$ cat config.mk
export PLATFORM = sky130hd
export DESIGN_NAME = bellows_button_note_events
export DESIGN_NICKNAME = d
export VERILOG_FILES = /design/src/rtl/bbne_pkg.sv /design/src/rtl/bbne_res_buf.sv /design/src/rtl/bellows_button_note_events.sv
export VERILOG_INCLUDE_DIRS = /design/src /design/src/rtl
export SDC_FILE = /design/constraint.sdc
export NUM_CORES = 1
export LEC_CHECK = 0
export BUFFER_PORTS_ARGS = -buffer_cell sky130_fd_sc_hd__buf_2
export CELL_PAD_IN_SITES_DETAIL_PLACEMENT = 0
export CELL_PAD_IN_SITES_GLOBAL_PLACEMENT = 1
export CORE_UTILIZATION = 47
export DETAILED_ROUTE_END_ITERATION = 8
export GPL_ROUTABILITY_DRIVEN = 0
export HOLD_SLACK_MARGIN = 0.08
export PLACE_DENSITY_LB_ADDON = 0.05
export SLEW_MARGIN = 20
export SYNTH_ARGS = -nofsm -noshare
export SYNTH_HDL_FRONTEND = slang
export SYNTH_SLANG_ARGS = --single-unit
$ cat constraint.sdc
create_clock -name i_clk -period 5.1 [get_ports i_clk]
set_clock_uncertainty 0.2 [all_clocks]
set_input_delay 1.275 -clock i_clk [delete_from_list [all_inputs] [get_ports i_clk]]
set_output_delay 1.275 -clock i_clk [all_outputs]
set_load 0.02 [all_outputs]
$ cat src/rtl/bellows_button_note_events_macros.svh
// Assertion macros shared by the bellows button note event RTL.
`ifndef BELLOWS_BUTTON_NOTE_EVENTS_MACROS_SVH
`define BELLOWS_BUTTON_NOTE_EVENTS_MACROS_SVH

// Check a condition at every edge outside reset.
`define BBNE_ASSERT_ALWAYS(label, cond, msg) \
    label: assert property (@(posedge i_clk) disable iff (!i_rst_n) (cond)) \
        else $error(msg);

// Check a consequence in the same cycle as its trigger.
`define BBNE_ASSERT_IMPL(label, ante, cons, msg) \
    label: assert property (@(posedge i_clk) disable iff (!i_rst_n) (ante) |-> (cons)) \
        else $error(msg);

// Check a consequence in the cycle after its trigger.
`define BBNE_ASSERT_NEXT(label, ante, cons, msg) \
    label: assert property (@(posedge i_clk) disable iff (!i_rst_n) (ante) |=> (cons)) \
        else $error(msg);

`endif

$ cat src/rtl/bbne_pkg.sv
// Types, codes and helpers shared by the bellows button note event RTL.
package bbne_pkg;

    localparam int IDX_W    = 4;
    localparam int NOTE_W   = 7;
    localparam int VEL_W    = 7;
    localparam int OCT_W    = 4;
    localparam int CFG_IDX_W = 2;
    localparam int CFG_DATA_W = 7;
    localparam int SUM_W    = 9;

    localparam int INDEX_SPAN           = 16;
    localparam int DEFAULT_BUTTON_COUNT = 16;

    localparam logic [OCT_W-1:0] OCTAVE_RESET   = 4'd3;
    localparam logic [VEL_W-1:0] VELOCITY_RESET = 7'd127;
    localparam logic [NOTE_W-1:0] NOTE_MAX      = 7'd127;

    localparam logic KIND_SCAN = 1'b0;
    localparam logic KIND_LOAD = 1'b1;

    localparam logic [CFG_IDX_W-1:0] CFG_OCTAVE   = 2'd0;
    localparam logic [CFG_IDX_W-1:0] CFG_VELOCITY = 2'd1;

    typedef enum logic [1:0] {
        EV_NONE = 2'd0,
        EV_ON   = 2'd1,
        EV_OFF  = 2'd2
    } t_event;

    typedef struct packed {
        t_event              ev;
        logic [NOTE_W-1:0]   note;
        logic [VEL_W-1:0]    vel;
        logic                pressed;
        logic                last;
    } t_result;

    // Table note plus twelve per octave, saturated at the top note.
    function automatic logic [NOTE_W-1:0] shift_note(
        input logic [NOTE_W-1:0] note,
        input logic [OCT_W-1:0]  oct
    );
        logic [SUM_W-1:0] sum;
        sum = SUM_W'(note) + SUM_W'({oct, 3'b000}) + SUM_W'({oct, 2'b00});
        return (sum > SUM_W'(NOTE_MAX)) ? NOTE_MAX : sum[NOTE_W-1:0];
    endfunction

endpackage

$ cat src/rtl/bbne_res_buf.sv
// Two-entry result buffer that releases the events of one scan in order.
`include "bellows_button_note_events_macros.svh"

module bbne_res_buf import bbne_pkg::*; (
    input  logic       i_clk,
    input  logic       i_rst_n,
    input  logic       i_load,
    input  logic [1:0] i_count,
    input  t_result    i_res0,
    input  t_result    i_res1,
    output logic       o_room,
    output logic       o_valid,
    input  logic       i_ready,
    output t_result    o_res
);

    t_result    r_slot [2];
    logic [1:0] r_cnt;
    logic       w_pop;

    assign o_valid = (r_cnt != 2'd0);
    assign o_res   = r_slot[0];
    assign w_pop   = o_valid && i_ready;
    // Room once the buffer drains this cycle.
    assign o_room  = (r_cnt == 2'd0) || ((r_cnt == 2'd1) && i_ready);

    always_ff @(posedge i_clk) begin
        if (!i_rst_n) begin
            r_cnt <= 2'd0;
        end else if (i_load) begin
            r_cnt <= i_count;
        end else if (w_pop) begin
            r_cnt <= r_cnt - 2'd1;
        end
    end

    always_ff @(posedge i_clk) begin
        if (i_load) begin
            r_slot[0] <= i_res0;
            r_slot[1] <= i_res1;
        end else if (w_pop) begin
            r_slot[0] <= r_slot[1];
        end
    end

    `BBNE_ASSERT_ALWAYS(a_cnt_range, r_cnt != 2'd3, "result count out of range")
    `BBNE_ASSERT_IMPL(a_two_last, r_cnt == 2'd2, !r_slot[0].last && r_slot[1].last, "two-beat order lost its last flag")
    `BBNE_ASSERT_IMPL(a_one_last, r_cnt == 2'd1, r_slot[0].last, "final beat not marked last")

endmodule

$ cat src/rtl/bellows_button_note_events.sv
// Top level: button scans and note loads in, note-on and note-off events out.
//
//  channel | direction | handshake                  | payload
//  --------+-----------+----------------------------+------------------------------------------
//  in      | input     | i_in_valid / o_in_ready    | kind, button_index, button_down,
//          |           |                            | bellows_pull, push_note, pull_note
//  out     | output    | o_out_valid / i_out_ready  | event_res, note_number, velocity,
//          |           |                            | pressed, last
//  cfg     | input     | i_cfg_valid / o_cfg_ready  | cfg_index, cfg_data (always ready)
//
// Flow: an accepted beat waits in the input register until the result buffer has room, then the
// event logic writes its results (none for a load, one or two for a scan) into the result buffer,
// which shows the first result. The result buffer gives out a single output beat per cycle while
// i_out_ready is high, and takes in a new beat's results as its last result leaves.
// Reset: synchronous, active low; clears the note tables, sounding flags and configuration
// registers to their defaults (octave 3, velocity 127).
// Stalls: a held output backs up into the input register and then lowers o_in_ready.
`include "bellows_button_note_events_macros.svh"

module bellows_button_note_events import bbne_pkg::*; #(
    parameter int BUTTON_COUNT = DEFAULT_BUTTON_COUNT
) (
    input  logic                  i_clk,
    input  logic                  i_rst_n,
    // item channel
    input  logic                  i_in_valid,
    output logic                  o_in_ready,
    input  logic                  i_kind,
    input  logic [IDX_W-1:0]      i_button_index,
    input  logic                  i_button_down,
    input  logic                  i_bellows_pull,
    input  logic [NOTE_W-1:0]     i_push_note,
    input  logic [NOTE_W-1:0]     i_pull_note,
    // result channel
    output logic                  o_out_valid,
    input  logic                  i_out_ready,
    output logic [1:0]            o_event_res,
    output logic [NOTE_W-1:0]     o_note_number,
    output logic [VEL_W-1:0]      o_velocity,
    output logic                  o_pressed,
    output logic                  o_last,
    // configuration channel
    input  logic                  i_cfg_valid,
    output logic                  o_cfg_ready,
    input  logic [CFG_IDX_W-1:0]  i_cfg_index,
    input  logic [CFG_DATA_W-1:0] i_cfg_data
);

    // Only buttons reachable by the 4-bit index get storage.
    localparam int DEPTH = (BUTTON_COUNT < INDEX_SPAN) ? BUTTON_COUNT : INDEX_SPAN;
    localparam int AW    = (DEPTH > 1) ? $clog2(DEPTH) : 1;

    // configuration registers
    logic [OCT_W-1:0] r_octave;
    logic [VEL_W-1:0] r_on_vel;

    // input register
    logic              r_in_valid;
    logic              r_kind;
    logic [IDX_W-1:0]  r_idx;
    logic              r_down;
    logic              r_pull;
    logic [NOTE_W-1:0] r_push_new;
    logic [NOTE_W-1:0] r_pull_new;

    // per-button state
    logic [NOTE_W-1:0] r_push_note [DEPTH];
    logic [NOTE_W-1:0] r_pull_note [DEPTH];
    logic [DEPTH-1:0]  r_push_on;
    logic [DEPTH-1:0]  r_pull_on;
    logic [DEPTH-1:0]  n_push_on;
    logic [DEPTH-1:0]  n_pull_on;

    // event logic
    logic              w_fire;
    logic              w_room;
    logic              w_inr;
    logic [AW-1:0]     w_addr;
    logic [NOTE_W-1:0] w_pn;
    logic [NOTE_W-1:0] w_ln;
    logic              w_ps;
    logic              w_ls;
    logic              w_cur;
    logic              w_oth;
    logic [1:0]        w_count;
    t_result           w_res0;
    t_result           w_res1;
    t_result           w_out;

    assign o_cfg_ready = 1'b1;

    // Decode configuration writes; unknown indexes are dropped.
    always_ff @(posedge i_clk) begin
        if (!i_rst_n) begin
            r_octave <= OCTAVE_RESET;
            r_on_vel <= VELOCITY_RESET;
        end else if (i_cfg_valid) begin
            unique case (i_cfg_index)
                CFG_OCTAVE:   r_octave <= i_cfg_data[OCT_W-1:0];
                CFG_VELOCITY: r_on_vel <= i_cfg_data[VEL_W-1:0];
                default:      ;
            endcase
        end
    end

    // The input register frees up when its beat goes into the event logic.
    assign w_fire     = r_in_valid && w_room;
    assign o_in_ready = !r_in_valid || w_fire;

    always_ff @(posedge i_clk) begin
        if (!i_rst_n) begin
            r_in_valid <= 1'b0;
        end else if (o_in_ready) begin
            r_in_valid <= i_in_valid;
        end
    end

    always_ff @(posedge i_clk) begin
        if (i_in_valid && o_in_ready) begin
            r_kind     <= i_kind;
            r_idx      <= i_button_index;
            r_down     <= i_button_down;
            r_pull     <= i_bellows_pull;
            r_push_new <= i_push_note;
            r_pull_new <= i_pull_note;
        end
    end

    // Look up the addressed button; an index past the table reads as unused.
    assign w_inr  = ((IDX_W + 1)'(r_idx) < (IDX_W + 1)'(DEPTH));
    assign w_addr = AW'(r_idx);
    assign w_pn   = w_inr ? r_push_note[w_addr] : '0;
    assign w_ln   = w_inr ? r_pull_note[w_addr] : '0;
    assign w_ps   = w_inr && r_push_on[w_addr];
    assign w_ls   = w_inr && r_pull_on[w_addr];
    // sounding flag of the current bellows direction, and of the other one
    assign w_cur  = r_pull ? w_ls : w_ps;
    assign w_oth  = r_pull ? w_ps : w_ls;

    always_comb begin
        w_count   = 2'd0;
        w_res0    = '{ev: EV_NONE, note: '0, vel: '0, pressed: r_down, last: 1'b1};
        w_res1    = '{ev: EV_NONE, note: '0, vel: '0, pressed: r_down, last: 1'b1};
        n_push_on = r_push_on;
        n_pull_on = r_pull_on;
        case (r_kind)
            KIND_SCAN: begin
                // A scan always yields at least the pressed echo.
                w_count = 2'd1;
                if (w_inr && ((w_pn != '0) || (w_ln != '0))) begin
                    if (r_down) begin
                        if (!w_cur) begin
                            // Start the note for this direction, then stop the other.
                            w_res0.ev   = EV_ON;
                            w_res0.note = shift_note(r_pull ? w_ln : w_pn, r_octave);
                            w_res0.vel  = r_on_vel;
                            w_res0.last = !w_oth;
                            w_res1.ev   = EV_OFF;
                            w_res1.note = shift_note(r_pull ? w_pn : w_ln, r_octave);
                            w_count     = w_oth ? 2'd2 : 2'd1;
                            n_push_on[w_addr] = !r_pull;
                            n_pull_on[w_addr] = r_pull;
                        end
                    end else begin
                        // Release: push note-off first, then pull.
                        if (w_ps) begin
                            w_res0.ev   = EV_OFF;
                            w_res0.note = shift_note(w_pn, r_octave);
                            w_res0.last = !w_ls;
                            if (w_ls) begin
                                w_res1.ev   = EV_OFF;
                                w_res1.note = shift_note(w_ln, r_octave);
                                w_count     = 2'd2;
                            end
                        end else if (w_ls) begin
                            w_res0.ev   = EV_OFF;
                            w_res0.note = shift_note(w_ln, r_octave);
                        end
                        n_push_on[w_addr] = 1'b0;
                        n_pull_on[w_addr] = 1'b0;
                    end
                end
            end
            KIND_LOAD: begin
                w_count = 2'd0;
            end
            default: begin
                w_count = 2'd0;
            end
        endcase
    end

    // Commit the button state in the same cycle the results enter the buffer.
    always_ff @(posedge i_clk) begin
        if (!i_rst_n) begin
            r_push_on <= '0;
            r_pull_on <= '0;
            for (int i = 0; i < DEPTH; i++) begin
                r_push_note[i] <= '0;
                r_pull_note[i] <= '0;
            end
        end else if (w_fire) begin
            r_push_on <= n_push_on;
            r_pull_on <= n_pull_on;
            if ((r_kind == KIND_LOAD) && w_inr) begin
                r_push_note[w_addr] <= r_push_new;
                r_pull_note[w_addr] <= r_pull_new;
            end
        end
    end

    bbne_res_buf u_res_buf (
        .i_clk   (i_clk),
        .i_rst_n (i_rst_n),
        .i_load  (w_fire),
        .i_count (w_count),
        .i_res0  (w_res0),
        .i_res1  (w_res1),
        .o_room  (w_room),
        .o_valid (o_out_valid),
        .i_ready (i_out_ready),
        .o_res   (w_out)
    );

    assign o_event_res   = w_out.ev;
    assign o_note_number = w_out.note;
    assign o_velocity    = w_out.vel;
    assign o_pressed     = w_out.pressed;
    assign o_last        = w_out.last;

    `BBNE_ASSERT_ALWAYS(a_one_dir, (r_push_on & r_pull_on) == '0, "button sounds both directions")
    `BBNE_ASSERT_IMPL(a_off_vel, o_out_valid && (o_event_res == EV_OFF), o_velocity == '0, "note-off with velocity")
    `BBNE_ASSERT_NEXT(a_scan_out, w_fire && (r_kind == KIND_SCAN), o_out_valid, "scan produced no result")

endmodule
==> metrics list <==
- Leakage: 0.006808 uW
- The synthesized design contains 272 enable-type register cells.
- Vias after detailed routing: 9578
* Post-Route Setup TNS: 0 ps
- In this run the power density over the cells is 376.8 nW/um2.
- Entering global routing, the biggest net connects 65 pins.
- TritonCTS built the clock tree.
* Final Worst Setup Slack: 209.2 ps
- Highest fanout seen on the critical path: 10
- The worst setup path is captured at a flop.
- Reg-to-reg setup timing slack: 210 ps
- Post-route fraction of the period consumed by the critical path: 95.90%
* Type of the most critical hold path: reg2reg
* Initial antenna violation count: 0
- Number of nets in the layout: 1337
* Category of the critical setup timing path: reg2reg
* Average footprint of a synthesized cell: 13.31 um2
- Overall die height: 184.8 um
- Number of endpoints with negative hold slack in the final report: 0
- The tree is rooted in a clkbuf_16.
* Total die area: 34150 um2
* Sinks on the clock net: 322
- CTS built an H-tree with a depth of 2.
* Diode insertion count for antenna repair: 0
* Total CTS buffers: 37
* Count of final setup violators: 0
* Nets in the synthesized netlist: 1257
* Placement-stage cell area: 16730 um2
- For the worst-skew pair, the clock arrives at the later sink with an insertion delay of 530 ps.
* Yosys Warn Count: 0
- Summing all non-filler instances in the final layout gives an area of 17880 um2.
- Using the TritonRoute via totals, the vias-per-cell ratio works out to 5.536.
* Max stage delay cell, worst path: mux4_2
- Prior to clock tree synthesis, the placed netlist has a worst setup slack of 138.3 ps.
- Measured against its own limit, the worst slew margin works out to 46.88%.
- Summing every instance area after synthesis gives 15700 um2.
* Req. time, crit path: 5160 ps
* Number of pins exceeding their max-slew limit in the final report: 0
- Result of the run: finished, final reports clean
- Max-cap violations in this run came to 0.
- For this block, the initial DRC count from the detailed router was 768.
- In the final routed layout, each cell accounts on average for 22.43 um.
- RSZ-0062 raised after global routing: false
- Arrival time reported for the critical path endpoint: 4950 ps
- VDD IR-drop max: 0.0003003 V
- Synthesis-to-finish area growth: 13.86%
- Ratio of cells with drive above 1 in the final layout: 20.03%
* Total of buffers placed on input and output ports: 54
- First-pass DRT Iterations: 5
- Post-synthesis instance total: 1180
- In the routed design, unresolved DRC markers number 0.
- Maximum clock frequency: 0.2045 GHz
* CP cell instances: mux4_2 > a22o_1 > a221oi_2 > fa_1 > inv_1 > ha_1 > inv_1 > fa_1 > nand2b_1 > a2111oi_0 > mux2i_1 > or2_2 > o32a_1 > a221o_1
* Floorplan die width: 184.8 um
* Proportion of register bits with asynchronous set or reset after synthesis: 0%
* Total chip power: 6736 uW
- Flip-flop cell with the highest count after synthesis: edfxtp_1
- Initial cell density of the core: 48.02%
- Longest individual stage delay on the worst path: 540 ps
- Fill cells in the final layout number 2797.
- The worst setup path is launched from a flop.
- Post-route minimum period: 4891 ps
* CTS Buffer Depth: 3
* Placed wire-length estimate: 26.00 mm
- The core region is 32700 um2.
* Vias in the first global route: 9679
- Fraction of the yosys area taken by sequential cells: 58.39%
* FF+latch count, synth: 322
- Global routing used 23.72% of the available tracks across all layers.
* Worst-Margin Slew: 795.1 ps
- Quantity of hold-fixing buffers added after cts: 0
- The routed design has 38.81 mm of wire.
* Number of standard-cell rows in the floorplan: 66
- Count of cell types in the netlist: 58
* Grt ovf: 0
- During I/O placement, the number of pins put on the boundary was 56.
- Wire length of the first global-routing pass: 59.14 mm
- Once detail routing completed, the nets flagged for antenna violations numbered 0.
* CTS clock-pin slew for the worst setup and hold paths: 60 ps
-- cell usage in the layout, fill, tap and decap left out, types with 5 or more instances in the layout --
cell,synthesis,final
edfxtp_1,272,272
and2_1,235,235
buf_4,4,68
nand2_1,66,66
mux4_2,64,64
buf_2,4,54
inv_1,49,49
mux2i_1,49,49
dfxtp_1,50,48
nor2_1,42,42
clkbuf_16,0,38
ha_1,26,26
nand3_1,20,20
nor4_1,20,20
a21oi_1,19,19
o21ai_1,2,17
fa_1,16,16
nor2b_1,15,15
a22oi_1,13,13
o21ai_0,29,13
clkinv_1,0,11
clkbuf_1,70,9
a22o_1,8,8
nor3_1,8,8
or2_2,8,8
nand2b_1,7,7
mux2_2,6,6
o21a_1,6,6
nor3b_1,7,6
a2111oi_0,5,5
a221o_1,5,5
clkinv_2,0,5
-- path summary, 6_finish.rpt --
kind                                   start  cells past startpoint                                end
setup / recovery                        flop                     14  u_res_buf.r_slot[0][12]$_DFFE_PP_
hold / removal    r_push_on[12]$_SDFFE_PN0P_                      2         r_push_on[12]$_SDFFE_PN0P_
setup reg to reg                        flop                     14  u_res_buf.r_slot[0][12]$_DFFE_PP_
hold reg to reg   r_push_on[12]$_SDFFE_PN0P_                      2         r_push_on[12]$_SDFFE_PN0P_
-- routing by layer --
| layer | up-vias | track usage, % | share of wire [%] |
|---|---|---|---|
| met3 | 59 | 3.303 | 5.1 |
| met4 | 2 | 6.744 | 2.5 |
| li1 | 4455 | - | - |
| met1 | 4820 | 31.88 | 42 |
| met2 | 242 | 40.02 | 50 |
| met5 | - | 1.778 | 0.21 |
-- critical path, delay by kind of cell, from the launching register on --
family / cells / cell delay [ps]
flip-flops: 1 / 460
multiplexers: 2 / 690
AND/OR/NAND/NOR: 2 / 550
AO/OA/AOI/OAI: 5 / 1560
buffers and inverters: 2 / 120
adder cells (fa/ha/maj): 3 / 1050
-- report_power, final --
group | switching [uW] | internal, uW
logic | 689 | 507
clock network | 1050 | 1390
registers | 105 | 3000
-- cell usage after synthesis (13+ instances only) --
cell / number / area, um2
dfxtp_1: 50 / 1001
nor2b_1: 15 / 93.84
nor4_1: 20 / 125.1
mux2i_1: 49 / 490.5
nor2_1: 42 / 157.7
and2_1: 235 / 1470
clkbuf_1: 70 / 262.8
a21oi_1: 19 / 95.09
nand2_1: 66 / 247.7
inv_1: 49 / 183.9
mux4_2: 64 / 1441
a22oi_1: 13 / 97.59
ha_1: 26 / 325.3
o21ai_0: 29 / 145.1
fa_1: 16 / 320.3
nand3_1: 20 / 100.1
edfxtp_1: 272 / 8168
-- repair_timing --
item,4_1_cts,5_1_grt
setup endpoints to repair,0,6
setup buffers,0,4
resized for setup,0,0
-- cells by family (layout without fill, tap and decap cells) --
family / after synthesis / count (layout) / share of synthesized area [%]
AND/OR/NAND/NOR: 439 / 439 / 15.70
flip-flops: 322 / 322 / 58.39
buffers and inverters: 133 / 241 / 3.402
multiplexers: 119 / 119 / 12.73
AO/OA/AOI/OAI: 118 / 118 / 5.306
adder cells (fa/ha/maj): 42 / 42 / 4.111
XOR/XNOR: 6 / 6 / 0.3347
other: 1 / 1 / 0.02388
-- sequential cells by signal, indices dropped and copies added (netlist names), named ones only --
signal            count
r_down                1
r_idx                 4
r_in_valid            1
r_kind                1
r_octave              4
r_on_vel              7
r_pull                1
r_pull_new            7
r_pull_note         112
r_pull_on            16
r_push_new            7
r_push_note         112
r_push_on            16
u_res_buf.r_cnt       2
u_res_buf.r_slot     27
-- final cells by class --
cell class | instances | area, um2 | area share (%)
inverters | 49 | 183.9 | 1.029
multi-input cells | 725 | 6016 | 33.65
repair buffers | 125 | 840.8 | 4.703
clock buffers | 48 | 998.5 | 5.584
clock inverters | 19 | 113.9 | 0.6368
flip-flops and latches | 322 | 9174 | 51.31
well taps | 442 | 553.0 | 3.093
-- through the flow --
stage                     util (%)  hold slack, ps  instances
after floorplan                  -           231.5       1180
after global placement       51.17           238.6       1659
after detailed placement     51.17           243.4       1659
after CTS                    54.57           256.4       1726
after global routing         54.68           278.4       1730
final                        54.68           251.6       1730
Note: power is estimated with default switching activity, not from simulation.
